File: src/hdl/prod_pkg.sv
// Shared constants, types and the sequencer state enum for the power rise onset detector.
// No dependencies; used by every file under hdl.
package prod_pkg;

   localparam int MAX_LOOKAHEAD = 64;
   localparam int WIN_DEPTH     = MAX_LOOKAHEAD + 1;
   localparam int ADDR_W        = $clog2(WIN_DEPTH);
   localparam int LK_W          = $clog2(MAX_LOOKAHEAD + 1);
   localparam int FILL_W        = $clog2(WIN_DEPTH + 1);

   localparam int PWR_W   = 16;
   localparam int SLOPE_W = PWR_W + 1;
   localparam int STEP_W  = 24;
   localparam int THR_W   = 15;
   localparam int LKCFG_W = 7;
   localparam int CSR_W   = 15;
   localparam int CSRA_W  = 1;

   localparam logic [CSRA_W-1:0] CSR_RISE_THRESHOLD = 1'b0;
   localparam logic [CSRA_W-1:0] CSR_LOOKAHEAD      = 1'b1;

   localparam logic [THR_W-1:0]   RISE_THRESHOLD_RST = 15'd1536;
   localparam logic [LKCFG_W-1:0] LOOKAHEAD_RST      = 7'd5;

   typedef enum logic [3:0] {
      ST_IDLE,
      ST_PLAN,
      ST_J_ADDR,
      ST_J_CUR,
      ST_J_NXT,
      ST_J_SLOPE,
      ST_SCAN,
      ST_NEXT,
      ST_FINISH,
      ST_DRAIN
   } state_type;

   typedef struct packed {
      logic                    en;
      logic [ADDR_W-1:0]       addr;
      logic signed [PWR_W-1:0] data;
   } win_wr_type;

   function automatic logic [LK_W-1:0] eff_lookahead(input logic [LKCFG_W-1:0] cfg);
      logic [LK_W-1:0] l;
      if (cfg == '0) begin
         l = LK_W'(1);
      end else if (32'(cfg) > MAX_LOOKAHEAD) begin
         l = LK_W'(MAX_LOOKAHEAD);
      end else begin
         l = LK_W'(cfg);
      end
      return l;
   endfunction

endpackage

File: src/hdl/prod_window_ram.sv
// Circular window of recent power values: one write port, one registered read port.
// Depends on prod_pkg.
module prod_window_ram (
   input  logic                                clock,
   input  prod_pkg::win_wr_type                wr,
   input  logic [prod_pkg::ADDR_W-1:0]         rd_addr,
   output logic signed [prod_pkg::PWR_W-1:0]   rd_data
);

   logic signed [prod_pkg::PWR_W-1:0] mem [prod_pkg::WIN_DEPTH];
   logic signed [prod_pkg::PWR_W-1:0] rd_data_ff;

   always_ff @(posedge clock) begin
      if (wr.en) begin
         mem[wr.addr] <= wr.data;
      end
   end

   always_ff @(posedge clock) begin
      rd_data_ff <= mem[rd_addr];
   end

   assign rd_data = rd_data_ff;

endmodule

File: src/hdl/power_rise_onset_detector_top.sv
// Top level of the power rise onset detector: sequencer, compare datapath, result buffer.
// Depends on prod_pkg and prod_window_ram.
//
//  port group | dir | tdata bits (low first)     | tuser / tlast
//  req_       | in  | power_db [15:0] signed     | tlast = final_step
//  rsp_       | out | onset_step [23:0]          | tlast = run_end
//  csr_       | in  | write data [14:0]          | addr 0 rise_threshold, 1 lookahead_steps
//
// Request time is set by the walk over the window RAM's single read port, one value per
// cycle, up to the effective lookahead L; a request with no judged step skips the walk,
// and a final request also walks each flushed step. Each response passes through the
// output register.
// Reset is synchronous; req_tready stays low in reset, while a request is being worked on and
// while buffered responses wait for the output register.
module power_rise_onset_detector_top (
   input  logic                                clock,
   input  logic                                reset,
   input  logic                                req_tvalid,
   output logic                                req_tready,
   input  logic signed [prod_pkg::PWR_W-1:0]   req_tdata,   // power_db
   input  logic                                req_tlast,
   output logic                                rsp_tvalid,
   input  logic                                rsp_tready,
   output logic [prod_pkg::STEP_W-1:0]         rsp_tdata,   // onset_step
   output logic                                rsp_tlast,
   input  logic                                csr_we,
   input  logic [prod_pkg::CSRA_W-1:0]         csr_addr,
   input  logic [prod_pkg::CSR_W-1:0]          csr_wdata
);

   prod_pkg::state_type state_ff, state_in;

   logic [prod_pkg::THR_W-1:0]          thr_ff;
   logic [prod_pkg::LKCFG_W-1:0]        lkcfg_ff;
   logic [prod_pkg::ADDR_W-1:0]         wpos_ff, wpos_in;
   logic [prod_pkg::FILL_W-1:0]         fill_ff;
   logic [prod_pkg::STEP_W-1:0]         step_ff;
   logic                                pending_ff;
   logic signed [prod_pkg::SLOPE_W-1:0] prev_slope_ff;
   logic                                last_ff;
   logic [prod_pkg::LK_W-1:0]           lk_ff;
   logic [prod_pkg::LK_W-1:0]           d_ff;
   logic [prod_pkg::LK_W-1:0]           j_ff;
   logic                                scan_ff;
   logic [prod_pkg::ADDR_W-1:0]         addr_ff;
   logic signed [prod_pkg::PWR_W-1:0]   cur_ff;
   logic signed [prod_pkg::SLOPE_W-1:0] limit_ff;
   logic [prod_pkg::STEP_W-1:0]         res_ff [2];
   logic [1:0]                          n_ff;
   logic                                o_ff;
   logic                                rsp_valid_ff;
   logic [prod_pkg::STEP_W-1:0]         rsp_data_ff;
   logic                                rsp_last_ff;

   prod_pkg::win_wr_type                win_wr;
   logic signed [prod_pkg::PWR_W-1:0]   rd_data;

   logic                                accept;
   logic                                judge_done;
   logic                                rec_onset;
   logic                                set_pending;
   logic                                rsp_load;
   logic                                full_judge;
   logic                                flush_go;

   logic [prod_pkg::FILL_W-1:0]         fill_m1, lk_m1, dmax_w;
   logic [prod_pkg::LK_W-1:0]           dmax;
   logic [prod_pkg::ADDR_W:0]           addr_sum;
   logic [prod_pkg::ADDR_W-1:0]         addr_start;
   logic [prod_pkg::ADDR_W-1:0]         addr_inc;
   logic signed [prod_pkg::SLOPE_W-1:0] slope;
   logic                                slope_lt;
   logic                                v_lt_cur;
   logic                                v_gt_lim;
   logic                                scan_end;

   prod_window_ram u_ram (
      .clock   (clock),
      .wr      (win_wr),
      .rd_addr (addr_ff),
      .rd_data (rd_data)
   );

   // datapath
   always_comb begin
      wpos_in  = (32'(wpos_ff) == prod_pkg::WIN_DEPTH - 1) ? '0 : wpos_ff + 1'b1;
      addr_inc = (32'(addr_ff) == prod_pkg::WIN_DEPTH - 1) ? '0 : addr_ff + 1'b1;
      addr_sum = {1'b0, wpos_ff} + (prod_pkg::ADDR_W + 1)'(prod_pkg::WIN_DEPTH)
                 - (prod_pkg::ADDR_W + 1)'(d_ff);
      addr_start = (32'(addr_sum) >= prod_pkg::WIN_DEPTH)
                   ? prod_pkg::ADDR_W'(32'(addr_sum) - prod_pkg::WIN_DEPTH)
                   : addr_sum[prod_pkg::ADDR_W-1:0];
      fill_m1  = fill_ff - 1'b1;
      lk_m1    = prod_pkg::FILL_W'(lk_ff) - 1'b1;
      dmax_w   = (lk_m1 < fill_m1) ? lk_m1 : fill_m1;
      dmax     = dmax_w[prod_pkg::LK_W-1:0];
      full_judge = fill_ff >= prod_pkg::FILL_W'(lk_ff) + 1'b1;
      flush_go = last_ff && (dmax != '0);
      slope    = {rd_data[prod_pkg::PWR_W-1], rd_data} - {cur_ff[prod_pkg::PWR_W-1], cur_ff};
      slope_lt = slope < prev_slope_ff;
      v_lt_cur = rd_data < cur_ff;
      v_gt_lim = $signed({rd_data[prod_pkg::PWR_W-1], rd_data}) > limit_ff;
      scan_end = j_ff == lk_ff;
   end

   // sequencer outputs
   always_comb begin
      req_tready  = 1'b0;
      judge_done  = 1'b0;
      rec_onset   = 1'b0;
      set_pending = 1'b0;
      rsp_load    = 1'b0;
      case (state_ff)
         prod_pkg::ST_IDLE: begin
            req_tready = !reset;
         end
         prod_pkg::ST_J_SLOPE: begin
            if (pending_ff) begin
               rec_onset  = slope_lt;
               judge_done = 1'b1;
            end else if (scan_ff) begin
               set_pending = !v_lt_cur && v_gt_lim;
               judge_done  = v_lt_cur || v_gt_lim || (lk_ff == prod_pkg::LK_W'(1));
            end else begin
               judge_done = 1'b1;
            end
         end
         prod_pkg::ST_SCAN: begin
            set_pending = !v_lt_cur && v_gt_lim;
            judge_done  = v_lt_cur || v_gt_lim || scan_end;
         end
         prod_pkg::ST_DRAIN: begin
            rsp_load = (n_ff != '0) && (!rsp_valid_ff || rsp_tready);
         end
         default: begin
         end
      endcase
   end

   assign accept = req_tvalid && req_tready;

   always_comb begin
      win_wr.en   = accept;
      win_wr.addr = wpos_in;
      win_wr.data = req_tdata;
   end

   // next state
   always_comb begin
      state_in = state_ff;
      case (state_ff)
         prod_pkg::ST_IDLE: begin
            if (accept) begin
               state_in = prod_pkg::ST_PLAN;
            end
         end
         prod_pkg::ST_PLAN: begin
            state_in = (full_judge || flush_go) ? prod_pkg::ST_J_ADDR : prod_pkg::ST_FINISH;
         end
         prod_pkg::ST_J_ADDR:  state_in = prod_pkg::ST_J_CUR;
         prod_pkg::ST_J_CUR:   state_in = prod_pkg::ST_J_NXT;
         prod_pkg::ST_J_NXT:   state_in = prod_pkg::ST_J_SLOPE;
         prod_pkg::ST_J_SLOPE: begin
            state_in = judge_done ? prod_pkg::ST_NEXT : prod_pkg::ST_SCAN;
         end
         prod_pkg::ST_SCAN: begin
            if (judge_done) begin
               state_in = prod_pkg::ST_NEXT;
            end
         end
         prod_pkg::ST_NEXT: begin
            if (scan_ff) begin
               state_in = flush_go ? prod_pkg::ST_J_ADDR : prod_pkg::ST_FINISH;
            end else begin
               state_in = (d_ff <= prod_pkg::LK_W'(1)) ? prod_pkg::ST_FINISH
                                                        : prod_pkg::ST_J_ADDR;
            end
         end
         prod_pkg::ST_FINISH: state_in = prod_pkg::ST_DRAIN;
         prod_pkg::ST_DRAIN: begin
            if (n_ff == '0 || (rsp_load && (2'(o_ff) + 2'd1 == n_ff))) begin
               state_in = prod_pkg::ST_IDLE;
            end
         end
         default: state_in = prod_pkg::ST_IDLE;
      endcase
   end

   // control registers
   always_ff @(posedge clock) begin
      if (reset) begin
         state_ff      <= prod_pkg::ST_IDLE;
         thr_ff        <= prod_pkg::RISE_THRESHOLD_RST;
         lkcfg_ff      <= prod_pkg::LOOKAHEAD_RST;
         wpos_ff       <= '0;
         fill_ff       <= '0;
         step_ff       <= '0;
         pending_ff    <= 1'b0;
         prev_slope_ff <= '0;
         last_ff       <= 1'b0;
         n_ff          <= '0;
         o_ff          <= 1'b0;
         rsp_valid_ff  <= 1'b0;
      end else begin
         state_ff <= state_in;
         if (csr_we) begin
            case (csr_addr)
               prod_pkg::CSR_RISE_THRESHOLD: thr_ff <= csr_wdata[prod_pkg::THR_W-1:0];
               prod_pkg::CSR_LOOKAHEAD: lkcfg_ff <= csr_wdata[prod_pkg::LKCFG_W-1:0];
               default: begin
               end
            endcase
         end
         if (accept) begin
            wpos_ff <= wpos_in;
            if (32'(fill_ff) < prod_pkg::WIN_DEPTH) begin
               fill_ff <= fill_ff + 1'b1;
            end
            last_ff <= req_tlast;
            n_ff    <= '0;
            o_ff    <= 1'b0;
         end
         if (state_ff == prod_pkg::ST_J_SLOPE) begin
            prev_slope_ff <= slope;
            if (rec_onset) begin
               pending_ff <= 1'b0;
            end
         end
         if (set_pending) begin
            pending_ff <= 1'b1;
         end
         if (rec_onset && n_ff != 2'd2) begin
            n_ff <= n_ff + 1'b1;
         end
         if (state_ff == prod_pkg::ST_FINISH) begin
            if (last_ff) begin
               pending_ff    <= 1'b0;
               prev_slope_ff <= '0;
               step_ff       <= '0;
               fill_ff       <= '0;
            end else begin
               step_ff <= step_ff + 1'b1;
            end
         end
         if (rsp_load) begin
            rsp_valid_ff <= 1'b1;
            o_ff         <= 1'b1;
         end else if (rsp_tready) begin
            rsp_valid_ff <= 1'b0;
         end
      end
   end

   // payload registers
   always_ff @(posedge clock) begin
      if (accept) begin
         lk_ff <= prod_pkg::eff_lookahead(lkcfg_ff);
      end
      case (state_ff)
         prod_pkg::ST_PLAN: begin
            scan_ff <= full_judge;
            d_ff    <= full_judge ? lk_ff : dmax;
         end
         prod_pkg::ST_NEXT: begin
            scan_ff <= 1'b0;
            d_ff    <= scan_ff ? dmax : d_ff - 1'b1;
         end
         prod_pkg::ST_J_ADDR: begin
            addr_ff <= addr_start;
         end
         prod_pkg::ST_J_CUR: begin
            addr_ff <= addr_inc;
         end
         prod_pkg::ST_J_NXT: begin
            addr_ff  <= addr_inc;
            cur_ff   <= rd_data;
            limit_ff <= {rd_data[prod_pkg::PWR_W-1], rd_data}
                        + $signed({2'b00, thr_ff});
         end
         prod_pkg::ST_J_SLOPE: begin
            addr_ff <= addr_inc;
            j_ff    <= prod_pkg::LK_W'(2);
         end
         prod_pkg::ST_SCAN: begin
            addr_ff <= addr_inc;
            j_ff    <= j_ff + 1'b1;
         end
         default: begin
         end
      endcase
      if (rec_onset && n_ff != 2'd2) begin
         res_ff[n_ff[0]] <= step_ff - prod_pkg::STEP_W'(d_ff);
      end
      if (rsp_load) begin
         rsp_data_ff <= res_ff[o_ff];
         rsp_last_ff <= 2'(o_ff) + 2'd1 == n_ff;
      end
   end

   assign rsp_tvalid = rsp_valid_ff;
   assign rsp_tdata  = rsp_data_ff;
   assign rsp_tlast  = rsp_last_ff;

endmodule

File: config.mk
export PLATFORM = sky130hd
export DESIGN_NAME = power_rise_onset_detector_top
export DESIGN_NICKNAME = d
export VERILOG_FILES = /design/src/hdl/prod_pkg.sv /design/src/hdl/prod_window_ram.sv /design/src/hdl/power_rise_onset_detector_top.sv
export SDC_FILE = /design/constraint.sdc
export NUM_CORES = 2
export LEC_CHECK = 0
export CAP_MARGIN = 20
export CORE_ASPECT_RATIO = 0.7
export CORE_MARGIN = 1
export CORE_UTILIZATION = 40
export CTS_BUF_LIST = sky130_fd_sc_hd__clkbuf_4 sky130_fd_sc_hd__clkbuf_8
export CTS_CLUSTER_SIZE = 40
export DETAILED_ROUTE_END_ITERATION = 10
export DONT_BUFFER_PORTS = 1
export SLEW_MARGIN = 40
export SYNTH_ARGS = -nofsm -noshare
export SYNTH_HDL_FRONTEND = slang
export SYNTH_SLANG_ARGS = --single-unit
export TNS_END_PERCENT = 20
File: constraint.sdc
create_clock -name clock -period 7.6 [get_ports clock]
set_input_delay 0.38 -clock clock [delete_from_list [all_inputs] [get_ports clock]]
set_output_delay 0.38 -clock clock [all_outputs]
set_load 0.03 [all_outputs]
# Yosys cells after proc, flatten, opt, wreduce, memory -nomap -nowiden
# Memory sizes are Yosys's and may differ from the RTL's. A register that Yosys moved wholly into a read port is not among the register bits.
# Cells that the tools add are included.
# Widths: inputs -> output; s select.
dict set report word_totals {
  ff_bits 150
  word_cells 152
  out_inout_bits 27
  mem_count 2
  ramBits 1088
}
# name words word_bits rd rd_clocked_by_memory_dff wr line
set memory_table {}
lappend memory_table {u_ram.mem 65 16 1 1 1 prod_window_ram.sv:10} ;# logic signed [prod_pkg::PWR_W-1:0] mem [prod_pkg::WIN_DEPTH];
lappend memory_table {res_ff 2 24 1 1 1 power_rise_onset_detector_top.sv:48} ;# logic [prod_pkg::STEP_W-1:0] res_ff [2];
dict set report classes {
  mux 53
  eq_ne 18
  n_addsub 17
  bitwise_logic 1
  order_cmp 9
  n_reduce_logical 31
}
# op count
set op_table {}
lappend op_table {{$mux 7} 11}
lappend op_table {{$mux 17} 3}
lappend op_table {{$pmux 7 s2} 3}
lappend op_table {{$pmux 4 s10} 1}
lappend op_table {{$add 7x1->7 const B} 5}
lappend op_table {{$mux 4} 7}
lappend op_table {{$add 24x1->24 const B} 1}
lappend op_table {{$mux 24} 1}
lappend op_table {{$sub 24x7->24} 1}
lappend op_table {{$mux 1} 22}
lappend op_table {{$sub 7x1->7 const B} 3}
lappend op_table {{$add 16x16->17} 1}
lappend op_table {{$gt 16x17->1} 1}
lappend op_table {{$lt 17x17->1} 1}
lappend op_table {{$sub 16x16->17} 1}
lappend op_table {{$eq 4x3->1 const B} 4}
lappend op_table {{$lt 16x16->1} 1}
lappend op_table {{$eq 7x7->1 const B} 2}
lappend op_table {{$reduce_bool 2->1} 7}
lappend op_table {{$add 7x7->8 const B} 1}
lappend op_table {{$eq 4x2->1 const B} 2}
lappend op_table {{$eq 4x4->1 const B} 2}
lappend op_table {{$ge 8x7->1 const B} 1}
lappend op_table {{$ne 2x2->1 const B} 4}
lappend op_table {{27 further kinds} 43}

# Depth between registers and ports, before layout
dict set report depth {
  word_depth 9
  depth_mapped 17
  depth_no_buf 17
}

# Hierarchy
# A second synthesis with hierarchy kept.
dict set report unflattened {
  cells_unflattened 3252
  area_unflattened_um2 53324.9
}
# mod instances cells_per_inst area_each_um2
set modules_own_cells {}
lappend modules_own_cells {prod_window_ram 1 1919 40294.9}
lappend modules_own_cells {power_rise_onset_detector_top 1 1333 13030.0}

# Least setup slack after synthesis
# Ideal clock, no wire load.
dict set report synth_timing {
  kind {register -> register}
  from {register u_ram.rd_data_ff (netlist bit u_ram.rd_data[0]), read port of u_ram.mem}
  to {memory res_ff[1][0] in the netlist's numbering, enable pin}
  path_stages_with_launch 17
  setup_ps 383
  arrival_ps 4130
  slack_ps 3087
  path_buffers 0
  cell_sequence {dfxtp_1 -> inv_1 -> ha_1 -> fa_1 -> nor2b_1 -> o31a_1 -> o22ai_1 -> a21oi_1 -> a22o_1 -> nor2_1 -> ha_1 -> a2111oi_0 -> o2111ai_1 -> o2111ai_1 -> a31oi_1 -> nor4b_2 -> and2_1}
}
dict set report synth_between {
  elab_chain_cells 7
}
# element line
set synth_lines {}
lappend synth_lines {{start: declaration} prod_window_ram.sv:11} ;# logic signed [prod_pkg::PWR_W-1:0] rd_data_ff;
lappend synth_lines {{$sub 16x16->17} power_rise_onset_detector_top.sv:99} ;# slope = {rd_data[prod_pkg::PWR_W-1], rd_data} - {cur_ff[prod_pkg::PWR_W-1], cur_ff};
lappend synth_lines {{$lt 17x17->1} power_rise_onset_detector_top.sv:100} ;# slope_lt = slope < prev_slope_ff;
lappend synth_lines {{$mux 1} power_rise_onset_detector_top.sv:118} ;# if (pending_ff) begin
lappend synth_lines {{$mux 1} power_rise_onset_detector_top.sv:113} ;# case (state_ff)
lappend synth_lines {{$logic_and 1x1->1} power_rise_onset_detector_top.sv:291} ;# if (rec_onset && n_ff != 2'd2) begin
lappend synth_lines {{$mux 1} power_rise_onset_detector_top.sv:291}
lappend synth_lines {{$mux 1 (not written as such)} power_rise_onset_detector_top.sv:292} ;# res_ff[n_ff[0]] <= step_ff - prod_pkg::STEP_W'(d_ff);
lappend synth_lines {{end: declaration} power_rise_onset_detector_top.sv:48}
# No other way between the ends.

# Worst setup path after layout
dict set report layout_timing {
  from {register u_ram.rd_data_ff (netlist bit u_ram.rd_data[0]), read port of u_ram.mem}
  to {memory res_ff[0][2] in the netlist's numbering, enable pin}
}
# The elaborated chain is that of the path after synthesis.

==> results.md <==
* Hold Vio Cnt, Final at 0
* Cts bufs inserted at 189
* Share of async-settable or async-resettable flops after synthesis at 0%
* Slew @ Worst Pin at 0.954 ns
* DPL Wire Length at 73,600 um
* Crit. Startpoint: u_ram.rd_data[0]$_DFF_P_
* Post-CTS Setup Bufs at 0
* Rows at 111
* Reg clk slew, reported paths at 0.07 ns
* Post-synth EDFFs at 1,175
* Max Fclk at 184 MHz
* Number of global-route vias before repair at 27,638
* Clock tree buffer depth at 3
* Critical Path AT at 5.91 ns
* Initial antenna violation count at 3
* R2R cell count at 16
* Register area share after synthesis at 70.3%
* Gr usage total at 18.7%
* Cell Pwr Density at 237 nW/um^2
* CP Launch Type: flip-flop
* Critical Path Sink Type: flip-flop
* Crit-path cells: inv_1 > ha_1 > fa_1 > nor2b_1 > o31a_1 > o22ai_1 > a21oi_1 > a22o_1 > nor2_1 > ha_1 > a2111oi_0 > o2111ai_1 > o2111ai_1 > a31oi_1 > nor4b_2 > and2_2
* Via count at 27,959
* Routed wire length at 125,000 um
* Largest net degree at the start of global routing at 135
* Final WS setup at 2.17 ns
* Die area at 134,000 um^2
* Failing checks: DRC
* Top-count cell post-synth: edfxtp_1
* Syn-to-layout area delta at 14.0%
* Die X at 438 um
* RSZ-0062 raised after global routing: false
* Tcrit/Tclk final at 71.4%
* Placeable Area at 131,000 um^2
* # IOs at 65
* Max incr delay on CP at 0.68 ns
* Maximum level of the CTS H-tree at 4
* Initial core utilization at 40.5%
* Top cells by area, synth: edfxtp_1 66%, mux4_2 12%, dfxtp_1 3.9%, ha_1 2.7%, nor2_1 1.3%
* Final nets at 3,379
* Outcome: finished, violations left
* WL per Instance at 24.4 um
* Cell count after synthesis at 3,010
* Slew Viols, Final at 0
* Critical-path top delay cell: and2_2
* Worst R2R Start: u_ram.rd_data[0]$_DFF_P_
* Hold endpoint: fill_ff[6]$_SDFF_PP0_
* Initial DRC count at 3,121
* Worst R2R Setup Slack at 2.17 ns
* Synth cell count leaders: 1,175 x edfxtp_1, 288 x mux4_2, 182 x nor2_1
* Port Buf Inserts at 0
* Share of layout cells above drive strength 1 at 23.7%
* Critical Path RT at 8.08 ns
* Worst Hold Class: in2reg
* Largest area contributor in the netlist: edfxtp_1
* Hold Path Origin: reset
* Routability congestion estimate at 0.815
* Post-synth design cell area at 53,100 um^2
* Critical Setup Path Class: reg2reg
* CP Max Fanout at 24
* Critical R2R Capture: res_ff[0][2]$_DFFE_PP_
* Drt first pass iters at 10
* VDD IR-drop max at 0.000161 V
* Post-synth top area share at 66.4%
* CTS tree: built
* Grt total ovfl at 0
* Mapped Nets at 3,167
* Synthesized flop and latch total at 1,278
* Die Height at 307 um
* Worst-Skew Late Latency at 0.89 ns
* MaxCap Viol Count at 0
* Unique cell type count in the Yosys netlist at 71
* Syn. warnings at 0
* Vias per inst at 5.46
* Filler cell count at 11,191
* DRC violations left at 4
* Fin crit period at 5.43 ns
* Final setup viols at 0
* Root buf cell: clkbuf_8
* Worst slew margin at 36.4%
* Syn avg cell area at 17.6 um^2
* Clk_skew at 0.0625 ns
* # clock sinks at 1,278
* Final TNS setup at 0 ns
* Hold Crit Depth at 3
* Number of antenna-violating nets in the routed design at 0
* Top_reg_cell synth: edfxtp_1
* First-pass GRT wire length at 185,000 um
* Leak at 19.8 nW
* Placement Setup Slack at 2.25 ns
[cell usage in the layout (no fill, tap or decap), types with 19 or more instances in the layout]
cell,count
inv_1,109
mux2i_1,33
dlygate4sd3_1,64
xnor2_1,60
mux2_2,58
a21oi_1,90
edfxtp_1,1175
a211oi_1,29
nor2_2,21
mux4_2,288
nand2_1,128
clkbuf_8,195
clkinv_1,45
o21ai_0,50
nor2_1,144
a211o_1,20
o22ai_1,24
nand3_1,43
dfxtp_1,103
nand2b_1,25
buf_16,19
xor2_1,52
nor2b_1,41
clkbuf_4,63
nor3_1,30
and3_1,19
ha_1,115
buf_4,63
[what timing repair did]
item                                   4_1_cts  5_1_grt
resized for setup                            0        0
endpoints found under the hold margin     1082        0
hold buffers                                81        0
[where the power goes]
group          leakage [nW]  switching (mW)  internal [mW]
clock network          1.99            2.68           2.97
logic                  6.43           0.560          0.372
registers              11.4          0.0496           7.72
total                  19.8            3.29           11.1
[worst max-delay path: cells and delay by family (launching register included)]
kind                       cells  cell delay [ns]
AOI/OAI and AO/OA              8             2.07
adders and majority gates      3             0.93
buffers and inverters          1             0.07
DFF                            1             0.35
and+or+nand+nor                4             1.58
[sequential cells by signal, indices dropped and copies added (netlist names), 15 cells and up]
signal and flops:
u_ram.mem 1040, res_ff 48, rsp_tdata 24, step_ff 24, limit_ff 17, prev_slope_ff 17
cur_ff 16, u_ram.rd_data 16, thr_ff 15
[cells by family (layout without fill, tap and decap cells)]
family	count (synthesis)	count (layout)	synth area share, %
flip-flops	1278	1278	70.3
multiplexers	379	379	14.1
AND/OR/NAND/NOR	560	560	5.13
other	0	2	0
AO/OA/AOI/OAI	319	319	3.96
adder cells (fa/ha/maj)	119	119	2.86
XOR/XNOR	112	112	1.85
buffers and inverters	243	603	1.81
[metrics by stage]
stage	instances	util, %	hold slack [ns]	instance area, um^2	total power, mW
floorplan	3010	-	0.432	53100	8.46
global placement	4698	42.2	0.444	55400	8.68
detailed placement	4698	42.3	0.449	55600	8.69
CTS	5118	46.1	0.0179	60500	14.5
global route	5122	46.1	0.0920	60600	14.9
finish	5123	46.1	0.102	60600	14.4
[layout make-up]
class	count	area [um^2]	area share [%]
flip-flops and latches	1278	37300	61.7
multi-input cells	1489	15000	24.8
clock buffers	257	3150	5.20
well taps	1751	2190	3.62
repair buffers	155	1780	2.94
clock inverters	82	654	1.08
inverters	109	409	0.676
diodes	2	5.00	0.00826
[how the worst max path moves through the flow]
stage | end | cells after the start
6_report | res_ff[0][2]$_DFFE_PP_ | 16
3_3_place_gp | res_ff[1][22]$_DFFE_PP_ | 16
3_5_place_dp | res_ff[0][23]$_DFFE_PP_ | 16
2_1_floorplan | res_ff[1][0]$_DFFE_PP_ | 16
5_1_grt | res_ff[0][2]$_DFFE_PP_ | 16
4_1_cts | res_ff[0][16]$_DFFE_PP_ | 16
[routing by layer]
layer	up-vias	track usage, %	wire [um]
li1	12401	-	-
met1	14345	28.6	58800
met2	1016	26.5	53400
met3	197	4.09	10000
met4	0	5.60	2730
met5	-	0	0
Note: power is estimated with default switching activity, not from simulation.
